### config.mk
export PLATFORM = sky130hd
export DESIGN_NAME = tbha_div
export DESIGN_NICKNAME = d
export VERILOG_FILES = /design/src/sv/tbha_pkg.sv /design/src/sv/tbha_div.sv
export SDC_FILE = /design/constraint.sdc
export NUM_CORES = 1
export LEC_CHECK = 0
export BUFFER_PORTS_ARGS = -buffer_cell sky130_fd_sc_hd__buf_2
export CAP_MARGIN = 20
export CORE_UTILIZATION = 51
export DETAILED_ROUTE_END_ITERATION = 6
export GPL_ROUTABILITY_DRIVEN = 0
export PLACE_DENSITY = 0.83
export SLEW_MARGIN = 20
export SYNTH_ARGS = -nofsm -noshare
export SYNTH_HDL_FRONTEND = slang
export SYNTH_SLANG_ARGS = --single-unit
export TNS_END_PERCENT = 1
### constraint.sdc
create_clock -name clock -period 4 [get_ports clock]
set_input_delay 0.6 -clock clock [delete_from_list [all_inputs] [get_ports clock]]
set_output_delay 0.6 -clock clock [all_outputs]
set_load 0.01 [all_outputs]
### src/sv/tbha_pkg.sv
// ----------------------------------------------------------------------------
// tbha_pkg
// Shared constants, codes and helpers for the tagged bitmap heap allocator.
// ----------------------------------------------------------------------------
package tbha_pkg;

   localparam int SIZE_W   = 22;
   localparam int UB_W     = 13;
   localparam int RSV_W    = 11;
   localparam int TAG_W    = 8;
   localparam int OUTCNT_W = 11;

   localparam logic [TAG_W-1:0] RSV_TAG = 8'd5;

   localparam logic [1:0] ST_OK         = 2'd0;
   localparam logic [1:0] ST_ALLOC_FAIL = 2'd1;
   localparam logic [1:0] ST_BAD_FREE   = 2'd2;

   localparam logic FUNC_ALLOC = 1'b0;
   localparam logic FUNC_FREE  = 1'b1;

   localparam logic CSR_UNIT_BYTES = 1'b0;
   localparam logic CSR_RSV_UNITS  = 1'b1;

   localparam logic [UB_W-1:0]  UB_RESET  = 13'd16;
   localparam logic [RSV_W-1:0] RSV_RESET = 11'd64;

   // smallest nonzero tag above left that differs from right
   function automatic logic [TAG_W-1:0] pick_tag(input logic [TAG_W-1:0] left,
                                                 input logic [TAG_W-1:0] right);
      logic [TAG_W-1:0] t;
      t = left + 8'd1;
      if (t == 8'd0) t = 8'd1;
      if (t == right) begin
         t = t + 8'd1;
         if (t == 8'd0) t = 8'd1;
      end
      return t;
   endfunction

endpackage

### src/sv/tbha_div.sv
// ----------------------------------------------------------------------------
// tbha_div
// Restoring divider, one quotient bit per cycle.
// ----------------------------------------------------------------------------
module tbha_div
   import tbha_pkg::*;
(
   input  logic              clock,
   input  logic              reset,
   input  logic              start,
   input  logic [SIZE_W-1:0] dividend,
   input  logic [UB_W-1:0]   divisor,
   output logic              done,
   output logic [SIZE_W-1:0] quotient,
   output logic [UB_W-1:0]   remainder
);

   logic [UB_W-1:0]   rem_ff, rem_in;
   logic [SIZE_W-1:0] quo_ff, quo_in;
   logic [UB_W-1:0]   dvs_ff, dvs_in;
   logic [4:0]        cnt_ff, cnt_in;
   logic              busy_ff, busy_in;
   logic              done_ff, done_in;
   logic [UB_W:0]     trial;

   always_comb begin
      rem_in  = rem_ff;
      quo_in  = quo_ff;
      dvs_in  = dvs_ff;
      cnt_in  = cnt_ff;
      busy_in = busy_ff;
      done_in = 1'b0;
      trial   = {rem_ff, quo_ff[SIZE_W-1]};
      if (start) begin
         rem_in  = '0;
         quo_in  = dividend;
         dvs_in  = divisor;
         cnt_in  = 5'(SIZE_W - 1);
         busy_in = 1'b1;
      end else if (busy_ff) begin
         if (trial >= {1'b0, dvs_ff}) begin
            rem_in = UB_W'(trial - {1'b0, dvs_ff});
            quo_in = {quo_ff[SIZE_W-2:0], 1'b1};
         end else begin
            rem_in = trial[UB_W-1:0];
            quo_in = {quo_ff[SIZE_W-2:0], 1'b0};
         end
         cnt_in = cnt_ff - 5'd1;
         if (cnt_ff == 5'd0) begin
            busy_in = 1'b0;
            done_in = 1'b1;
         end
      end
   end

   always_ff @(posedge clock) begin
      if (reset) begin
         busy_ff <= 1'b0;
         done_ff <= 1'b0;
      end else begin
         busy_ff <= busy_in;
         done_ff <= done_in;
      end
   end

   always_ff @(posedge clock) begin
      rem_ff <= rem_in;
      quo_ff <= quo_in;
      dvs_ff <= dvs_in;
      cnt_ff <= cnt_in;
   end

   assign done      = done_ff;
   assign quotient  = quo_ff;
   assign remainder = rem_ff;

endmodule

-- Yosys cells after proc, flatten, opt, wreduce, memory -nomap -nowiden
Cells that the tools add are included.
- add/sub/neg operators: 2
- magnitude comparators: 1
- multiplexer cells: 8
- bitwise gates (word level): 1
- reductions and logical operators: 3
- operator list (operator ; number):
    two-way mux 22 bit ; 2
    greater-or-equal comparator 14 x 13 -> 1 bit ; 1
    two-way mux 13 bit ; 1
    subtractor 13 bit ; 1
    zero test 5 bit ; 1
    two-way mux 1 bit ; 5
    subtractor 5 x 1 -> 5 bit, second input constant ; 1
    OR reduction 3 bit ; 1
    nonzero test 2 bit ; 1
    inverter 1 bit ; 1
- register bits: 55
- output and inout port bits: 36

-- Longest topological paths before layout
- word-level depth: 4
- depth in mapped cells: 11
- gate-level depth less buffers: 10

-- Least setup slack after synthesis
No wires, ideal clock.
- path type: reg-to-reg
- from: reg quo_ff[21], in the netlist quotient[21]
- to: reg rem_ff[0], in the netlist remainder[0]
- arrival: 2615 ps
- data required time: 3914 ps
- path slack: 1300 ps
- stages on the path, launching flop included: 11
- path through: edfxtp_1 -> inv_1 -> ha_1 -> inv_1 -> fa_1 -> a211o_1 -> a21oi_1 -> o311ai_4 -> o22ai_4 -> mux2_1 -> a211oi_1
- cells in the longest elaborated chain, start to end: 2
- elaborated cells on any way between the ends: 3
- classes of those cells: add/sub (1); order compare (1); mux (1)
- ends and longest elaborated chain (element ; line ; text):
    from (decl) ; tbha_div.sv:19 ; logic [SIZE_W-1:0] quo_ff, quo_in;
    from (signal assigned) ; tbha_div.sv:68 ; quo_ff <= quo_in;
    subtractor 13 bit / greater-or-equal comparator 14 x 13 -> 1 bit (equally long branches) ; tbha_div.sv:42, tbha_div.sv:41 ;
    two-way mux 13 bit (*) ; tbha_div.sv:41 ; if (trial >= {1'b0, dvs_ff}) begin
    to (signal assigned) ; tbha_div.sv:67 ; rem_ff <= rem_in;
    to (decl) ; tbha_div.sv:18 ; logic [UB_W-1:0] rem_ff, rem_in;
Mark *: on every way between the ends. The rest lies on a longest branch, timed or not.
A chain may end at the register's enable or synchronous reset.

-- Final worst setup path
Same ends and word-level chain as after synthesis.

==> run summary <==
Row cnt = 26
Antenna violations before repair = 0
Post-layout min period = 3.04 ns
#FFs+latches synth = 55
Wirelength per Cell = 14.7 µm
Worst stage delay on the critical path = 0.53 ns
CTS max path bufs = 2
Final Slew Violations = 0
Leak = 0.00156 µW
Req. time, crit path = 4.23 ns
CTS tree = done
Unrepaired setup endpoints after global routing = false
Fin nets = 365
Hpwl dp = 4110 µm
Sequential share of power = 55.1%
Die H = 76.2 µm
Io pins = 74
Sw frac = 27.7%
Core area = 5200 µm²
Sequential share of the synthesized area = 51.7%
Largest net degree at the start of global routing = 27
Share of cells above drive strength 1 = 34.2%
Measured slew at the worst slew-check pin = 0.836 ns
First-pass GRT wire length = 9110 µm
Combinational Power Share = 20.2%
CP endpoint kind = flip-flop
Root Driver = clkbuf_8
P_sw = 342 µW
Drt pass-1 iters = 4
Fmax = 329 MHz
Pre-CTS WS = 1.01 ns
Post-Syn Instances = 237
1st-iter DRT viols = 94
Final Cycle Share = 76.1%
Final setup viols = 0
CP startpoint kind = flip-flop
CTS buffer count = 5
CP top delay family = compound AO/OA/AOI/OAI gates
Via/cell ratio = 5.40
Initial core utilization = 53.9%
Global Route Usage Sum = 19.9%
Cts hold-fix bufs = 0
Area grow syn2layout = 18.6%
Clock Power Share = 24.6%
WL final = 5630 µm
Mapped Nets = 290
Avg Cell Area, Syn = 11.8 µm²
Reg clk slew, reported paths = 0.10 ns
Layout fillers = 425
Vias in the first global route = 1,976
CP Max Fanout = 17
Worst min-delay path category = in -> reg
Max Cap Viol = 0
Post-route setup slack = 0.957 ns
CP dominant cell by count = inv_1
Post-Syn Area = 2810 µm²
IO Port Bufs = 73
Setup_tns = 0 ns
Drt drc = 0
Gr ovfl total = 0
DIE AREA = 5800 µm²
Latest clock arrival within the worst-skew pair = 0.31 ns
Worst-path cell chain = inv_1 -> ha_1 -> inv_1 -> fa_1 -> a211o_1 -> a21oi_1 -> o311ai_4 -> o22ai_4 -> mux2_1 -> a211oi_1
Worst VDD drop = 0.286 mV
Pint = 893 µW
Slowest library cell on the worst path = o22ai_4
H-tree depth = 2
Cell variety after synth = 41
Vias = 2,070
Die extent in x = 76.2 µm
WP data arrival = 3.28 ns
Status = completed
Worst Skew = 0.0110 ns
Power Dens Cells = 371 nW/µm²
Antenna viol nets, final = 0
Yosys Warn Count = 0
Slew margin rel. = 44.2%
Buffer and inverter count on the worst path = 2
Final Hold Violating Endpoints = 0
Clock net sink count = 55
CP Class = reg -> reg
Post-CTS sizing = 0
Ant diodes = 0
Setup bufs post-CTS = 0
[power by group through the flow]
stage | registers (µW) | clock network (µW) | logic [µW]
final | 681 | 304 | 250
after detailed placement | 694 | 0 | 247
after global placement | 692 | 0 | 239
after floorplan | 705 | 0 | 153
after global routing | 687 | 327 | 272
after CTS | 682 | 313 | 250
[layout by cell type, fill, tap and decap left out, types with 6 or more instances in the layout]
cell / count
buf_2: 73
edfxtp_1: 35
mux2_2: 21
dfxtp_1: 20
inv_1: 19
nor2_1: 17
ha_1: 14
nand2_1: 10
mux2i_1: 10
a211oi_1: 10
a21oi_1: 8
xnor2_1: 7
nand2b_1: 6
[worst paths after layout]
path,to,slack [ns],startpoint,cells after the start
setup / recovery,remainder[0],0.96,quotient[21],10
hold / removal,dvs_ff[1],0.45,divisor[1],1
setup reg to reg,remainder[0],0.96,quotient[21],10
hold reg to reg,remainder[10],0.51,remainder[10],2
[per-stage QoR]
| step | std cells | cell area, µm² | util, % | power [µW] | hold WS [ns] |
|---|---|---|---|---|---|
| after floorplan | 237 | 2810 | - | 857 | 0.462 |
| after global placement | 375 | 3240 | 62.2 | 931 | 0.481 |
| after detailed placement | 375 | 3240 | 62.2 | 941 | 0.485 |
| after CTS | 383 | 3330 | 63.9 | 1240 | 0.444 |
| after global routing | 383 | 3330 | 63.9 | 1290 | 0.440 |
| final | 383 | 3330 | 63.9 | 1240 | 0.453 |
[Yosys cell counts]
library cell  number  area [µm²]
nor3_1             3        15.0
clkbuf_1           3        11.3
nor4_1             1        6.26
fa_1               1        20.0
xor2_1             5        43.8
nor3b_1            1        7.51
and3_1             5        31.3
or4b_2             1        10.0
nor2b_1            1        6.26
buf_1              3        11.3
o21ai_0            3        15.0
inv_1             19        71.3
a211oi_1          10        75.1
dfxtp_1           20         400
mux2_1             1        11.3
o21a_1             1        7.51
o31ai_1            2        15.0
nand2_1           10        37.5
a21o_1             5        37.5
buf_6              1        11.3
mux2_2            21         236
a211o_1            2        17.5
nor4b_1            1        8.76
nand3b_1           1        7.51
mux2i_1           10         100
a32oi_1            2        17.5
o311ai_4           1        26.3
o21ai_1            2        10.0
or2_1              1        6.26
nand2b_1           6        37.5
o311a_1            1        10.0
nand3_1            4        20.0
ha_1              14         175
edfxtp_1          35        1050
a31oi_1            3        18.8
xnor2_1            7        61.3
a21oi_1            8        40.0
o22ai_4            1        20.0
o211ai_1           3        22.5
nor2_1            17        63.8
a221o_1            1        10.0
[metal layers]
metal	vias up	part of all wire (%)	track usage (%)
li1	1018	-	-
met1	963	43	25.2
met2	83	48	32.5
met3	6	7.4	5.99
met4	0	1.3	6.92
met5	-	0	0
[flip-flops by register name (all words and copies together) (netlist names)]
register	flops
busy_ff	1
cnt_ff	5
done	1
dvs_ff	13
quotient	22
remainder	13
[worst register-to-register path, cell delays in order, from the launching register on]
cell and delay [ns]:
edfxtp_1 0.40, inv_1 0.09, ha_1 0.16, inv_1 0.05, fa_1 0.42, a211o_1 0.33, a21oi_1 0.23, o311ai_4 0.15
o22ai_4 0.53, mux2_1 0.40, a211oi_1 0.21
[final cells by class]
class | count | area, µm² | area share [%]
Tap cell | 70 | 87.6 | 2.63
Multi-Input combinational cell | 156 | 1250 | 37.5
Timing Repair Buffer | 75 | 380 | 11.4
Clock inverter | 3 | 18.8 | 0.564
Clock buffer | 5 | 68.8 | 2.07
Inverter | 19 | 71.3 | 2.14
Sequential cell | 55 | 1450 | 43.6
[logic make-up (layout without fill, tap and decap cells)]
| family | Yosys count | count (layout) | synth area share, % |
|---|---|---|---|
| muxes | 32 | 32 | 12.4 |
| xor gates and xnor gates | 12 | 12 | 3.75 |
| DFF | 55 | 55 | 51.7 |
| adders and majority gates | 15 | 15 | 6.96 |
| AOI/OAI and AO/OA | 45 | 45 | 12.2 |
| and+or+nand+nor | 52 | 52 | 9.19 |
| buffers and inverters | 26 | 102 | 3.75 |
No activity file was read; power rests on OpenSTA's default activity.
